$ cat src/rtl/core/tgarle_pkg.sv
// Shared types and constants of the TGA pixel data decoder.
// Used by tgarle_step and tga_rle_pixel_decoder; depends on nothing.

package tgarle_pkg;

   localparam int BYTE_W     = 8;
   localparam int BPP_W      = 3;
   localparam int TOTAL_W    = 32;
   localparam int COUNT_W    = 8;
   localparam int INDEX_W    = 2;
   localparam int LANES      = 4;
   localparam int CSR_ADDR_W = 2;
   localparam int CSR_DATA_W = 32;

   localparam logic [CSR_ADDR_W-1:0] CSR_BYTES_PER_PIXEL = 2'd0;
   localparam logic [CSR_ADDR_W-1:0] CSR_RLE_MODE        = 2'd1;
   localparam logic [CSR_ADDR_W-1:0] CSR_PIXEL_TOTAL     = 2'd2;

   localparam logic [BPP_W-1:0]   BPP_RESET   = 3'd3;
   localparam logic [BPP_W-1:0]   BPP_MIN     = 3'd1;
   localparam logic [BPP_W-1:0]   BPP_MAX     = 3'd4;
   localparam logic [BPP_W-1:0]   BPP_SWAP    = 3'd3;
   localparam logic [TOTAL_W-1:0] TOTAL_RESET = 32'd1;

   localparam int RUN_BIT = 7;
   localparam logic [BYTE_W-1:0] COUNT_MASK = 8'h7f;

   typedef struct packed {
      logic [BPP_W-1:0]   bytes_per_pixel;
      logic               rle_mode;
      logic [TOTAL_W-1:0] pixel_total;
   } cfg_type;

   typedef struct packed {
      logic [BYTE_W-1:0]  pix_byte0;
      logic [BYTE_W-1:0]  pix_byte1;
      logic [BYTE_W-1:0]  pix_byte2;
      logic [BYTE_W-1:0]  pix_byte3;
      logic [COUNT_W-1:0] repeat_count;
      logic               clipped;
      logic               last;
   } result_type;

endpackage

$ cat src/rtl/core/tgarle_step.sv
// Decode state of the TGA pixel data decoder: packet header tracking, pixel
// assembly and image progress. Produces at most one result per item.
// Depends on tgarle_pkg.

module tgarle_step (
   input  logic                           clock,
   input  logic                           reset,
   input  logic                           accept,
   input  logic [tgarle_pkg::BYTE_W-1:0]  in_byte,
   input  tgarle_pkg::cfg_type            cfg,
   output logic                           res_valid,
   output tgarle_pkg::result_type         res
);

   logic                               expect_header_ff, expect_header_in;
   logic                               packet_is_run_ff, packet_is_run_in;
   logic [tgarle_pkg::COUNT_W-1:0]     packet_left_ff, packet_left_in;
   logic [tgarle_pkg::INDEX_W-1:0]     byte_index_ff, byte_index_in;
   logic [tgarle_pkg::BYTE_W-1:0]      pixel_buffer_ff [tgarle_pkg::LANES];
   logic [tgarle_pkg::BYTE_W-1:0]      pixel_buffer_in [tgarle_pkg::LANES];
   logic [tgarle_pkg::TOTAL_W-1:0]     pixels_done_ff, pixels_done_in;

   logic [tgarle_pkg::BPP_W-1:0]       bpp;
   logic [tgarle_pkg::TOTAL_W-1:0]     total;
   logic [tgarle_pkg::TOTAL_W-1:0]     remaining;
   logic [tgarle_pkg::TOTAL_W-1:0]     want_wide;
   logic [tgarle_pkg::COUNT_W-1:0]     want;
   logic [tgarle_pkg::COUNT_W-1:0]     count;
   logic [tgarle_pkg::BYTE_W-1:0]      px [tgarle_pkg::LANES];
   logic                               header;
   logic                               complete;
   logic                               more_in_packet;
   logic                               last;
   logic                               clipped;

   always_comb begin
      if (cfg.bytes_per_pixel < tgarle_pkg::BPP_MIN) begin
         bpp = tgarle_pkg::BPP_MIN;
      end else if (cfg.bytes_per_pixel > tgarle_pkg::BPP_MAX) begin
         bpp = tgarle_pkg::BPP_MAX;
      end else begin
         bpp = cfg.bytes_per_pixel;
      end
      total = (cfg.pixel_total == '0) ? tgarle_pkg::TOTAL_RESET : cfg.pixel_total;

      header   = cfg.rle_mode && expect_header_ff;
      complete = ({1'b0, byte_index_ff} + 3'd1) >= bpp;

      for (int k = 0; k < tgarle_pkg::LANES; k++) begin
         pixel_buffer_in[k] = pixel_buffer_ff[k];
      end
      pixel_buffer_in[byte_index_ff] = in_byte;

      for (int k = 0; k < tgarle_pkg::LANES; k++) begin
         px[k] = (k < int'(bpp)) ? pixel_buffer_in[k] : '0;
      end
      if (bpp == tgarle_pkg::BPP_SWAP) begin
         px[0] = pixel_buffer_in[2];
         px[2] = pixel_buffer_in[0];
      end

      remaining = (total > pixels_done_ff) ? (total - pixels_done_ff)
                                           : tgarle_pkg::TOTAL_RESET;
      more_in_packet = 1'b0;
      if (!cfg.rle_mode) begin
         want = 8'd1;
      end else if (packet_is_run_ff) begin
         want = (packet_left_ff == '0) ? 8'd1 : packet_left_ff;
      end else begin
         want = 8'd1;
         more_in_packet = packet_left_ff > 8'd1;
      end
      want_wide = {{(tgarle_pkg::TOTAL_W-tgarle_pkg::COUNT_W){1'b0}}, want};
      last      = want_wide >= remaining;
      count     = last ? remaining[tgarle_pkg::COUNT_W-1:0] : want;
      clipped   = last && ((want_wide > remaining) || more_in_packet);

      expect_header_in = expect_header_ff;
      packet_is_run_in = packet_is_run_ff;
      packet_left_in   = packet_left_ff;
      byte_index_in    = byte_index_ff;
      pixels_done_in   = pixels_done_ff;

      if (header) begin
         expect_header_in = 1'b0;
         packet_is_run_in = in_byte[tgarle_pkg::RUN_BIT];
         packet_left_in   = (in_byte & tgarle_pkg::COUNT_MASK) + 8'd1;
         byte_index_in    = '0;
      end else if (!complete) begin
         byte_index_in = byte_index_ff + 2'd1;
      end else begin
         byte_index_in = '0;
         if (cfg.rle_mode) begin
            if (packet_is_run_ff || !more_in_packet) begin
               expect_header_in = 1'b1;
               packet_left_in   = '0;
            end else begin
               packet_left_in = packet_left_ff - 8'd1;
            end
         end
         if (last) begin
            pixels_done_in   = '0;
            expect_header_in = 1'b1;
            packet_is_run_in = 1'b0;
            packet_left_in   = '0;
         end else begin
            pixels_done_in = pixels_done_ff
                           + {{(tgarle_pkg::TOTAL_W-tgarle_pkg::COUNT_W){1'b0}}, count};
         end
      end

      res_valid        = accept && !header && complete;
      res.pix_byte0    = px[0];
      res.pix_byte1    = px[1];
      res.pix_byte2    = px[2];
      res.pix_byte3    = px[3];
      res.repeat_count = count;
      res.clipped      = clipped;
      res.last         = last;
   end

   always_ff @(posedge clock) begin
      if (reset) begin
         expect_header_ff <= 1'b1;
         packet_is_run_ff <= 1'b0;
         packet_left_ff   <= '0;
         byte_index_ff    <= '0;
         pixels_done_ff   <= '0;
         for (int k = 0; k < tgarle_pkg::LANES; k++) begin
            pixel_buffer_ff[k] <= '0;
         end
      end else if (accept) begin
         expect_header_ff <= expect_header_in;
         packet_is_run_ff <= packet_is_run_in;
         packet_left_ff   <= packet_left_in;
         byte_index_ff    <= byte_index_in;
         pixels_done_ff   <= pixels_done_in;
         if (!header) begin
            for (int k = 0; k < tgarle_pkg::LANES; k++) begin
               pixel_buffer_ff[k] <= pixel_buffer_in[k];
            end
         end
      end
   end

endmodule

$ cat src/rtl/core/tga_rle_pixel_decoder.sv
// Top level of the TGA pixel data decoder: configuration registers, the
// decode step and a two-entry result buffer. Depends on tgarle_pkg, tgarle_step.
//
//   port group   direction  moves
//   req_*        in         one byte of pixel data per item
//   rsp_*        out        one pixel with repeat count, clipped and last flags
//   csr_*        in         register writes, no read-back
//
// One byte is accepted per clock while req_stall is low; a pixel's result
// is registered in the output entry, or in the second entry while rsp_stall
// holds it. Header bytes and partial pixel bytes give no result. Reset is
// synchronous and restores register defaults and the start of an image.
// req_stall rises only while both result entries are full under rsp_stall.

module tga_rle_pixel_decoder (
   input  logic                               clock,
   input  logic                               reset,
   input  logic                               req_valid,
   output logic                               req_stall,
   input  logic [tgarle_pkg::BYTE_W-1:0]      req_in_byte,
   output logic                               rsp_valid,
   input  logic                               rsp_stall,
   output logic [tgarle_pkg::BYTE_W-1:0]      rsp_pix_byte0,
   output logic [tgarle_pkg::BYTE_W-1:0]      rsp_pix_byte1,
   output logic [tgarle_pkg::BYTE_W-1:0]      rsp_pix_byte2,
   output logic [tgarle_pkg::BYTE_W-1:0]      rsp_pix_byte3,
   output logic [tgarle_pkg::COUNT_W-1:0]     rsp_repeat_count,
   output logic                               rsp_clipped,
   output logic                               rsp_last,
   input  logic                               csr_write_enable,
   input  logic [tgarle_pkg::CSR_ADDR_W-1:0]  csr_index,
   input  logic [tgarle_pkg::CSR_DATA_W-1:0]  csr_write_data
);

   tgarle_pkg::cfg_type     cfg_ff;
   tgarle_pkg::result_type  step_res;
   tgarle_pkg::result_type  out_ff, out_in;
   tgarle_pkg::result_type  skid_ff, skid_in;
   logic                    out_valid_ff, out_valid_in;
   logic                    skid_valid_ff, skid_valid_in;
   logic                    step_valid;
   logic                    accept;
   logic                    out_free;

   always_ff @(posedge clock) begin
      if (reset) begin
         cfg_ff.bytes_per_pixel <= tgarle_pkg::BPP_RESET;
         cfg_ff.rle_mode        <= 1'b1;
         cfg_ff.pixel_total     <= tgarle_pkg::TOTAL_RESET;
      end else if (csr_write_enable) begin
         unique case (csr_index)
            tgarle_pkg::CSR_BYTES_PER_PIXEL: begin
               cfg_ff.bytes_per_pixel <= csr_write_data[tgarle_pkg::BPP_W-1:0];
            end
            tgarle_pkg::CSR_RLE_MODE: begin
               cfg_ff.rle_mode <= csr_write_data[0];
            end
            tgarle_pkg::CSR_PIXEL_TOTAL: begin
               cfg_ff.pixel_total <= csr_write_data[tgarle_pkg::TOTAL_W-1:0];
            end
            default: begin
            end
         endcase
      end
   end

   assign req_stall = skid_valid_ff;
   assign accept    = req_valid && !req_stall;

   tgarle_step u_step (
      .clock     (clock),
      .reset     (reset),
      .accept    (accept),
      .in_byte   (req_in_byte),
      .cfg       (cfg_ff),
      .res_valid (step_valid),
      .res       (step_res)
   );

   always_comb begin
      out_free = !out_valid_ff || !rsp_stall;
      if (out_free) begin
         out_valid_in  = skid_valid_ff || step_valid;
         out_in        = skid_valid_ff ? skid_ff : step_res;
         skid_valid_in = skid_valid_ff && step_valid;
      end else begin
         out_valid_in  = 1'b1;
         out_in        = out_ff;
         skid_valid_in = skid_valid_ff || step_valid;
      end
      skid_in = (step_valid && (skid_valid_ff || !out_free)) ? step_res : skid_ff;
   end

   always_ff @(posedge clock) begin
      if (reset) begin
         out_valid_ff  <= 1'b0;
         skid_valid_ff <= 1'b0;
      end else begin
         out_valid_ff  <= out_valid_in;
         skid_valid_ff <= skid_valid_in;
      end
      out_ff  <= out_in;
      skid_ff <= skid_in;
   end

   assign rsp_valid        = out_valid_ff;
   assign rsp_pix_byte0    = out_ff.pix_byte0;
   assign rsp_pix_byte1    = out_ff.pix_byte1;
   assign rsp_pix_byte2    = out_ff.pix_byte2;
   assign rsp_pix_byte3    = out_ff.pix_byte3;
   assign rsp_repeat_count = out_ff.repeat_count;
   assign rsp_clipped      = out_ff.clipped;
   assign rsp_last         = out_ff.last;

   a_skid_behind_out : assert property (@(posedge clock) disable iff (reset)
      skid_valid_ff |-> out_valid_ff)
      else $error("result skid entry holds an item while the output is empty");

   a_clipped_is_last : assert property (@(posedge clock) disable iff (reset)
      (rsp_valid && rsp_clipped) |-> rsp_last)
      else $error("clipped pixel result does not end the image");

   a_count_range : assert property (@(posedge clock) disable iff (reset)
      rsp_valid |-> (rsp_repeat_count != 8'd0 && rsp_repeat_count <= 8'd128))
      else $error("repeat count out of range");

   a_no_loss : assert property (@(posedge clock) disable iff (reset)
      (skid_valid_ff && rsp_stall) |=> (skid_valid_ff && out_valid_ff))
      else $error("buffered item dropped while the output is stalled");

endmodule
$ cat config.mk
export PLATFORM = sky130hd
export DESIGN_NAME = tga_rle_pixel_decoder
export DESIGN_NICKNAME = d
export VERILOG_FILES = /design/src/rtl/core/tgarle_pkg.sv /design/src/rtl/core/tgarle_step.sv /design/src/rtl/core/tga_rle_pixel_decoder.sv
export SDC_FILE = /design/constraint.sdc
export NUM_CORES = 1
export LEC_CHECK = 0
export CAP_MARGIN = 20
export CORE_MARGIN = 2
export CORE_UTILIZATION = 35
export DETAILED_ROUTE_END_ITERATION = 10
export DONT_BUFFER_PORTS = 1
export SLEW_MARGIN = 20
export SYNTH_ARGS = -nofsm -noshare
export SYNTH_HDL_FRONTEND = slang
export SYNTH_HIERARCHICAL = 1
export SYNTH_SLANG_ARGS = --single-unit
$ cat constraint.sdc
create_clock -name clock -period 9.5 [get_ports clock]
set_clock_uncertainty 0.05 [all_clocks]
set_input_delay 1.9 -clock clock [delete_from_list [all_inputs] [get_ports clock]]
set_output_delay 1.9 -clock clock [all_outputs]
set_load 0.005 [all_outputs]
==> impl_metrics.json, run 1 <==
{
  "synth_edf_count": 116,
  "die_h_um": 189,
  "crit_path_end_kind": "register",
  "multi_input_area_um2": 6190,
  "slew_headroom_pct": 32.7,
  "overflow": 0,
  "ys_seq_area_share_pct": 42.8,
  "nNetsFinal": 1280,
  "clk_latency_ns": 0.46,
  "startpoint_type": "register",
  "required_ns": 9.76,
  "reg2reg_slack_ns": 0.93,
  "viasPerCell": 5.37,
  "antennaDiodeCount": 0,
  "crit_path_top_delay_cell": "nor3_1",
  "synth_warnings": 6,
  "worst_hold_slack_ns": 0.445,
  "ctsHoldBuffers": 0,
  "final_layout_size_suffix_gt1_share_pct": 9.21,
  "io_buffers": 0,
  "placed_area_um2": 12100,
  "hold_viol": 0,
  "syn_to_final_growth_pct": 6.23,
  "start_util_pct": 35.6,
  "die_w_um": 189,
  "ys_ff_latch": 198,
  "reg2reg_depth": 39,
  "whs_endpoint": "cfg_ff[3]",
  "fmax_ghz": 0.117,
  "vias": 8767,
  "synth_largest_area_cell": "edfxtp_1",
  "post-cts-setup-buffers": 0,
  "h-tree-depth": 4,
  "p_switching_w": 0.000645,
  "status": "completed",
  "worst_hold_path.num_cells": 2,
  "cts.clk_slew.worst_paths_ns": 0.08,
  "synthCells": 1248,
  "criticalPathCategory": "reg -> reg",
  "yosys.area.top_type_share_pct": 29.1,
  "synth_ff_type": "edfxtp_1",
  "p_leak_nw": 4.80,
  "path_max_fanout": 22,
  "p_seq_share_pct": 46.4,
  "setup-violations-final": 0,
  "period_needed_ns": 8.57,
  "place.gp.congestion": 0.878,
  "netlist_top_cells_count": "edfxtp_1 (116), nor2_1 (102), nand2_1 (91)",
  "crit_family": "compound AO/OA/AOI/OAI gates",
  "synth_cell_type_count": 76,
  "grt_max_degree": 115,
  "cts-buffers-inserted": 17,
  "cts_tree": "done",
  "p_per_area_nw_per_um2": 167,
  "r2r_start": "cfg_ff[29]",
  "rows": 67,
  "p_total_w": 0.00213,
  "grtUsageTotal_pct": 16.4,
  "first_pass_iters": 5,
  "slew_viol_final": 0,
  "n_fill_cell": 3310,
  "switching_share_pct": 30.3,
  "combPwrFrac_pct": 19.0,
  "core_um2": 33600,
  "cap_viol_max_count": 0,
  "post-route-period-util_pct": 90.2,
  "power_frac_clock_pct": 34.5,
  "critPathBufInv": 3,
  "regArea_um2": 5130,
  "ctsResizeCount": 0,
  "ant_nets": 0,
  "cts.sinks": 198,
  "synthArstFlopShare_pct": 0,
  "wl_per_cell_um": 17.8,
  "design_area_um2": 12700,
  "fin_setup_tns_ns": 0,
  "critPathMaxStageDelay_ns": 0.51,
  "grt_pass1_wl_mm": 46.1,
  "rsz0062_at_grt": "no",
  "worstHoldPathType": "reg -> reg",
  "syn_nets": 1357,
  "cts-root-buf": "clkbuf_16",
  "yosysMostFrequentCell": "edfxtp_1",
  "antenna_found_initial": 0,
  "routed_wl_mm": 29.1,
  "p_int_w": 0.00148,
  "r2r_end": "u_step/pixels_done_ff[24]",
  "synthesis.area_um2": 12000,
  "worst-slew-pin-transition_ns": 1.01,
  "syn_avg_cell_area_um2": 9.59,
  "worstSetupStartpoint": "cfg_ff[29]",
  "synth.area.top_cells": "edfxtp_1 (29%), dfxtp_1 (14%), ha_1 (6.3%), mux2i_1 (5.9%), mux2_2 (4.9%)",
  "die_area_um2": 35700,
  "dp.final_hpwl_mm": 21.3,
  "holdCritStartpoint": "cfg_ff[3]",
  "boundaryPins": 91,
  "drt_first_iter_violations": 716,
  "ir_worst_vdd_v": 0.000140,
  "clk_path_buf_depth": 2,
  "drc": 0,
  "crit_arrival_ns": 8.82,
  "grt_pass1_vias": 8326
}
## cells in the final DEF, fill, tap and decap left out, types with 17 or more instances in the layout
cell type,synthesis,final
nand2_1,91,90
ha_1,60,60
mux2i_1,70,70
xnor2_1,38,38
nand2b_1,70,70
edfxtp_1,116,116
nor2_1,102,101
dfxtp_1,82,81
o21ai_0,40,40
mux2_2,52,52
clkbuf_16,0,17
a21oi_1,73,73
nand3_1,27,27
nor4_1,19,19
a31oi_1,18,18
nor3_1,48,48
inv_1,54,54
nand4_1,22,22
## registers in the layout, indices dropped and copies added (netlist names), 2 cells and up
| register | flops |
|---|---|
| u_step/packet_left_ff | 8 |
| rsp_pix_byte0 | 8 |
| rsp_pix_byte1 | 8 |
| u_step/pixels_done_ff | 32 |
| u_step/pixel_buffer_ff | 32 |
| rsp_pix_byte2 | 8 |
| rsp_repeat_count | 8 |
| rsp_pix_byte3 | 8 |
| u_step/byte_index_ff | 2 |
| cfg_ff | 36 |
| skid_ff | 42 |
## logic make-up after synthesis
kind of cell	share of synthesized area, %
AND/OR/NAND/NOR	18.8
AO/OA/AOI/OAI	11.9
flip-flops	42.8
buffers and inverters	5.65
multiplexers	10.8
adder cells (fa/ha/maj)	6.61
XOR/XNOR	3.44
## layout make-up
class / count / share of cell area (%)
sequential: 198 / 40.3
tap: 448 / 4.41
clock buffer: 18 / 3.45
timing repair buffer: 6 / 0.354
inverter: 54 / 1.59
multi-input combinational: 894 / 48.7
clock inverter: 14 / 1.20
## metrics by stage
| step | instances | setup slack [ns] | utilization, % |
|---|---|---|---|
| after floorplan | 1248 | 2.18 | - |
| after global placement | 1600 | 1.13 | 36.1 |
| after detailed placement | 1600 | 0.764 | 36.1 |
| after CTS | 1632 | 0.720 | 37.8 |
| after global routing | 1632 | 0.0934 | 37.8 |
| final | 1632 | 0.931 | 37.8 |
## worst reg2reg max path, delay by kind of cell (launching register included)
| family | cells | cell delay [ns] |
|---|---|---|
| compound gates | 17 | 3.72 |
| simple gates | 13 | 2.31 |
| fa+ha+maj | 5 | 1.44 |
| buf+inv | 3 | 0.38 |
| flops | 1 | 0.37 |
| xor+xnor | 1 | 0.16 |
## per-layer routing
metal / up-vias / part of all wire (%) / global-route usage, %
met2: 185 / 46 / 26.3
met4: 0 / 2.1 / 5.56
met5: - / 0 / 0
met3: 35 / 3.0 / 2.87
met1: 4226 / 48 / 22.3
li1: 4321 / - / -
## worst max path at each step
stage / cells after the start / end / slack, ns
after floorplan: 41 / u_step/pixels_done_ff[24] / 2.18
after global placement: 39 / u_step/pixels_done_ff[24] / 1.13
after detailed placement: 39 / u_step/pixels_done_ff[24] / 0.76
after CTS: 39 / u_step/pixels_done_ff[24] / 0.72
after global routing: 39 / u_step/pixels_done_ff[24] / 0.09
final: 39 / u_step/pixels_done_ff[24] / 0.93
## power by group through the flow
stage                     clock, W  sequential, W  combinational (W)
after global routing      0.000783       0.000993           0.000447
after detailed placement         0        0.00101           0.000401
after CTS                 0.000751       0.000989           0.000403
after global placement           0        0.00101           0.000398
final                     0.000735       0.000988           0.000405
after floorplan                  0       0.000997           0.000332
No activity file was read; power rests on OpenSTA's default activity.
==> run 2, diff against run 1 <==
--- a/config.mk
+++ b/config.mk
@@ -7,3 +7,4 @@
 export LEC_CHECK = 0
-export CAP_MARGIN = 20
+export CAP_MARGIN = 25
+export CORE_ASPECT_RATIO = 0.6
 export CORE_MARGIN = 2
--- a/constraint.sdc
+++ b/constraint.sdc
@@ -4,2 +4,2 @@
 set_output_delay 1.9 -clock clock [all_outputs]
-set_load 0.005 [all_outputs]
+set_load 0.01 [all_outputs]
==> run 2 against run 1 <==
Net effect: core utilization is 0.17 points higher; worst hold slack worse by 0.010 ns; non-clock buffer count increased by 5; die area up 0.13%; cell count rose by 0.98%; flip-flop and latch count unchanged; total power is 1.7% higher; worst setup slack got worse by 0.059 ns; register-to-register slack worse by 0.06 ns.
==> impl_metrics.json, run 2 (synthesis results as in run 1) <==
{
  "mostFrequentLayoutCells": "edfxtp_1 (116), nor2_1 (101), nand2_1 (90)",
  "worst-slew-pin-transition_ns": 0.923,
  "cts.sinks": 198,
  "path_max_fanout": 11,
  "crit_family": "compound AO/OA/AOI/OAI gates",
  "drc": 0,
  "clk_path_buf_depth": 2,
  "crit_path_top_delay_cell": "a2111oi_0",
  "drt_first_iter_violations": 1093,
  "crit_path_end_kind": "register",
  "slew_headroom_pct": 38.3,
  "criticalPathCategory": "reg -> reg",
  "top_usage_layer": "met1",
  "final_layout_size_suffix_gt1_share_pct": 9.50,
  "hold_viol": 0,
  "vias": 9025,
  "p_leak_nw": 4.83,
  "die_h_um": 147,
  "grt_use_met2_pct": 22.6,
  "antennaDiodeCount": 0,
  "met1_usage_pct": 30.1,
  "regMostFlops": "skid_ff",
  "grt_pass1_vias": 8279,
  "status": "completed",
  "clk_latency_ns": 0.47,
  "first_pass_iters": 5,
  "worstHoldPathType": "reg -> reg",
  "grt_max_degree": 115,
  "cts.clk_slew.worst_paths_ns": 0.09,
  "final_common_cell": "edfxtp_1",
  "io_buffers": 0,
  "post-route-period-util_pct": 90.8,
  "grtUsageTotal_pct": 18.7,
  "cts-buffers-inserted": 17,
  "largest_registers": "skid_ff x42, cfg_ff x36",
  "dp.final_hpwl_mm": 24.9,
  "combPwrFrac_pct": 19.6,
  "viasPerCell": 5.48,
  "antenna_found_initial": 1,
  "core_um2": 33700,
  "p_int_w": 0.00148,
  "p_per_area_nw_per_um2": 169,
  "crit_arrival_ns": 8.89,
  "start_util_pct": 35.5,
  "fin_setup_tns_ns": 0,
  "grt_pass1_wl_mm": 51.4,
  "ctsResizeCount": 0,
  "fmax_ghz": 0.116,
  "worst_hold_slack_ns": 0.435,
  "n_fill_cell": 3445,
  "power_frac_clock_pct": 34.0,
  "slew_viol_final": 0,
  "rsz0062_at_grt": "no",
  "startpoint_type": "register",
  "routed_wl_mm": 33.2,
  "h-tree-depth": 4,
  "post-cts-setup-buffers": 0,
  "required_ns": 9.76,
  "ant_nets": 0,
  "switching_share_pct": 31.5,
  "setup-violations-final": 0,
  "cts-root-buf": "clkbuf_16",
  "overflow": 0,
  "crit_top_cell": "a21o_1",
  "largest_register_ffs": 42,
  "cap_viol_max_count": 0,
  "cts_tree": "done",
  "critPathBufInv": 1,
  "die_w_um": 243,
  "nNetsFinal": 1285,
  "critPathMaxStageDelay_ns": 0.68,
  "rows": 52,
  "die_area_um2": 35700,
  "ctsHoldBuffers": 0,
  "p_seq_share_pct": 46.3,
  "boundaryPins": 91,
  "place.gp.congestion": 0.943,
  "period_needed_ns": 8.63,
  "wl_per_cell_um": 20.1,
  "syn_to_final_growth_pct": 6.98,
  "p_switching_w": 0.000682,
  "grt_util_met3_pct": 6.76,
  "ir_worst_vdd_v": 0.000147
}
run 2: cell count changes in the layout (fill, tap and decap cells not counted), sizes merged:
cell	change
clkinv	+1
inv	-1
buf	+5
run 2: through the flow:
stage	utilization [%]	cell area (µm²)	setup slack, ns	total power, W	instances
final	38.0	12800	0.872	0.00216	1648
after global routing	38.0	12800	0.257	0.00227	1648
after CTS	37.9	12800	1.00	0.00218	1647
after detailed placement	36.1	12200	1.03	0.00143	1615
after global placement	36.1	12200	1.38	0.00143	1614
after floorplan	-	12000	2.18	0.00134	1248
run 2: tightest hold or removal path, delay by kind of cell (launching register included):
| kind | cells | cell delay, ns |
|---|---|---|
| flip-flops | 1 | 0.33 |
| AND/OR/NAND/NOR | 1 | 0.06 |
| AO/OA/AOI/OAI | 1 | 0.05 |
run 2: final timing paths:
| check | startpoint | endpoint | slack (ns) | depth (start not counted) |
|---|---|---|---|---|
| worst max-delay path | cfg_ff[30] | u_step/pixels_done_ff[29] | 0.87 | 36 |
| worst min-delay path | u_step/pixels_done_ff[1] | u_step/pixels_done_ff[1] | 0.44 | 2 |
| worst max register to register | cfg_ff[30] | u_step/pixels_done_ff[29] | 0.87 | 36 |
| worst min register to register | u_step/pixels_done_ff[1] | u_step/pixels_done_ff[1] | 0.44 | 2 |
run 2: area by class of cell:
cell class                 count  area (µm²)  share of cell area (%)
tap                          459         574                    4.49
multi-input combinational    894        6180                    48.3
inverter                      54         203                    1.58
timing repair buffer          11         115                   0.899
clock inverter                14         170                    1.33
sequential                   198        5130                    40.0
clock buffer                  18         429                    3.35
run 2: power groups by stage:
stage | clock (W) | sequential, W | combinational (W)
2_1_floorplan | 0 | 0.00101 | 0.000332
3_3_place_gp | 0 | 0.00102 | 0.000411
3_5_place_dp | 0 | 0.00102 | 0.000412
4_1_cts | 0.000756 | 0.00100 | 0.000415
5_1_grt | 0.000794 | 0.00101 | 0.000465
6_report | 0.000737 | 0.00100 | 0.000425
run 2: metal layers:
layer	wire length (µm)	vias to the layer above
met5	0	-
met4	286	0
met3	3150	17
met2	11900	313
met1	17900	4361
li1	-	4334
==> run 3, diff against run 2 <==
- CORE_UTILIZATION: 35 -> 30
==> run 3 against run 2 <==
Net effect: maximum frequency down 1.7%; sequential power hardly changed; wire length down 1.7%; final area increased by 0.48%; worst setup slack got worse by 0.15 ns; critical path depth up 3; clock power is 1% higher; core utilization down 5.1 points; register-to-register slack got worse by 0.15 ns; largest cell class unchanged.
==> impl_metrics.json, run 3 (synthesis results as in run 1) <==
{
  "critPathMaxStageDelay_ns": 0.55,
  "final_common_cell": "edfxtp_1",
  "overflow": 0,
  "holdCritStartpoint": "u_step/pixels_done_ff[1]",
  "fmax_ghz": 0.114,
  "ctsHoldBuffers": 0,
  "cap_viol_max_count": 0,
  "die_w_um": 262,
  "p_per_area_nw_per_um2": 169,
  "cts_tree": "done",
  "final_cells": 1710,
  "setup-violations-final": 0,
  "mostFrequentLayoutCells": "edfxtp_1 (116), nor2_1 (101), nand2_1 (90)",
  "reg2reg_depth": 39,
  "first_pass_iters": 6,
  "grtUsageTotal_pct": 15.7,
  "dp_cells": 1677,
  "n_fill_cell": 3946,
  "antenna_found_initial": 0,
  "p_leak_nw": 4.83,
  "die_area_um2": 41600,
  "crit_arrival_ns": 9.03,
  "dp.final_hpwl_mm": 23.9,
  "clk_latency_ns": 0.45,
  "h-tree-depth": 4,
  "core_um2": 39200,
  "criticalPathCategory": "reg -> reg",
  "status": "completed",
  "nNetsFinal": 1284,
  "routed_wl_mm": 32.6,
  "worstHoldPathType": "reg -> reg",
  "worst-slew-pin-transition_ns": 1.01,
  "critPathBufInv": 4,
  "largest_registers": "skid_ff x42, cfg_ff x36",
  "crit_path_top_delay_cell": "a2111oi_2",
  "largest_register_ffs": 42,
  "rows": 56,
  "reg2reg_slack_ns": 0.72,
  "rsz0062_at_grt": "no",
  "fin_setup_tns_ns": 0,
  "r2r_start": "cfg_ff[7]",
  "ir_worst_vdd_v": 0.000103,
  "worst_hold_path.num_cells": 2,
  "clk_path_buf_depth": 2,
  "syn_to_final_growth_pct": 7.50,
  "boundaryPins": 91,
  "start_util_pct": 30.6,
  "cts.sinks": 198,
  "post-cts-setup-buffers": 0,
  "drc": 0,
  "required_ns": 9.75,
  "ant_nets": 0,
  "ctsResizeCount": 0,
  "cts-root-buf": "clkbuf_16",
  "crit_path_end_kind": "register",
  "cts.clk_slew.worst_paths_ns": 0.09,
  "crit_family": "compound AO/OA/AOI/OAI gates",
  "grt_max_degree": 115,
  "viasPerCell": 5.29,
  "vias": 9047,
  "io_buffers": 0,
  "wl_per_cell_um": 19.1,
  "hold_viol": 0,
  "post-route-period-util_pct": 92.4,
  "slew_headroom_pct": 32.8,
  "r2r_end": "u_step/pixels_done_ff[24]",
  "slew_viol_final": 0,
  "antennaDiodeCount": 0,
  "cts-buffers-inserted": 17,
  "place.gp.congestion": 0.911,
  "grt_pass1_vias": 8634,
  "die_h_um": 159,
  "startpoint_type": "register",
  "whs_endpoint": "u_step/pixels_done_ff[1]",
  "drt_first_iter_violations": 922,
  "regMostFlops": "skid_ff",
  "path_max_fanout": 14,
  "final_layout_size_suffix_gt1_share_pct": 9.76,
  "period_needed_ns": 8.78,
  "grt_pass1_wl_mm": 50.7
}
-- run 3: worst register-to-register path, delay by kind of cell, from the launching register on --
family / cells / cell delay, ns
compound gates: 17 / 3.59
simple gates: 12 / 2.51
fa+ha+maj: 5 / 1.40
buf+inv: 4 / 0.58
flops: 1 / 0.35
xor+xnor: 1 / 0.16
-- run 3: per-layer routing --
layer | share of wire (%) | wire, µm | track usage [%] | vias to the layer above
met5 | 0 | 0 | 0 | -
met4 | 1.4 | 448 | 3.95 | 0
met3 | 7.2 | 2340 | 3.26 | 26
met2 | 38 | 12500 | 20.0 | 302
met1 | 53 | 17400 | 25.6 | 4400
li1 | - | - | - | 4319
-- run 3: through the flow --
stage               utilization [%]  hold slack, ns  cell area, µm²  setup WS, ns  power, W
floorplan                         -           0.402           12000          2.18   0.00134
global placement               31.2           0.416           12200         0.933   0.00143
detailed placement             31.2           0.425           12200         0.727   0.00144
CTS                            32.8           0.437           12800         0.681   0.00218
global route                   32.8           0.471           12900        0.0291   0.00228
finish                         32.8           0.448           12900         0.720   0.00218
-- run 3: worst max-delay path by stage --
stage / depth (start not counted) / from / endpoint / slack, ns
6_report: 39 / cfg_ff[7] / u_step/pixels_done_ff[24] / 0.72
5_1_grt: 39 / cfg_ff[7] / u_step/pixels_done_ff[24] / 0.03
4_1_cts: 39 / cfg_ff[17] / u_step/pixels_done_ff[24] / 0.68
2_1_floorplan: 41 / cfg_ff[24] / u_step/pixels_done_ff[24] / 2.18
3_3_place_gp: 39 / cfg_ff[17] / u_step/pixels_done_ff[24] / 0.93
3_5_place_dp: 39 / cfg_ff[17] / u_step/pixels_done_ff[24] / 0.73
-- run 3: final cells by class --
cell class | instances | area [µm²] | share of cell area (%)
Sequential cell | 198 | 5130 | 39.9
Clock inverter | 15 | 170 | 1.32
Multi-Input combinational cell | 894 | 6210 | 48.3
Tap cell | 522 | 653 | 5.08
Clock buffer | 17 | 425 | 3.31
Timing Repair Buffer | 10 | 72.6 | 0.564
Inverter | 54 | 203 | 1.58
-- run 3: power by group --
group          total [W]  switching (W)  internal [W]
registers        0.00100      0.0000431      0.000961
clock network   0.000747       0.000389      0.000358
logic           0.000428       0.000262      0.000166
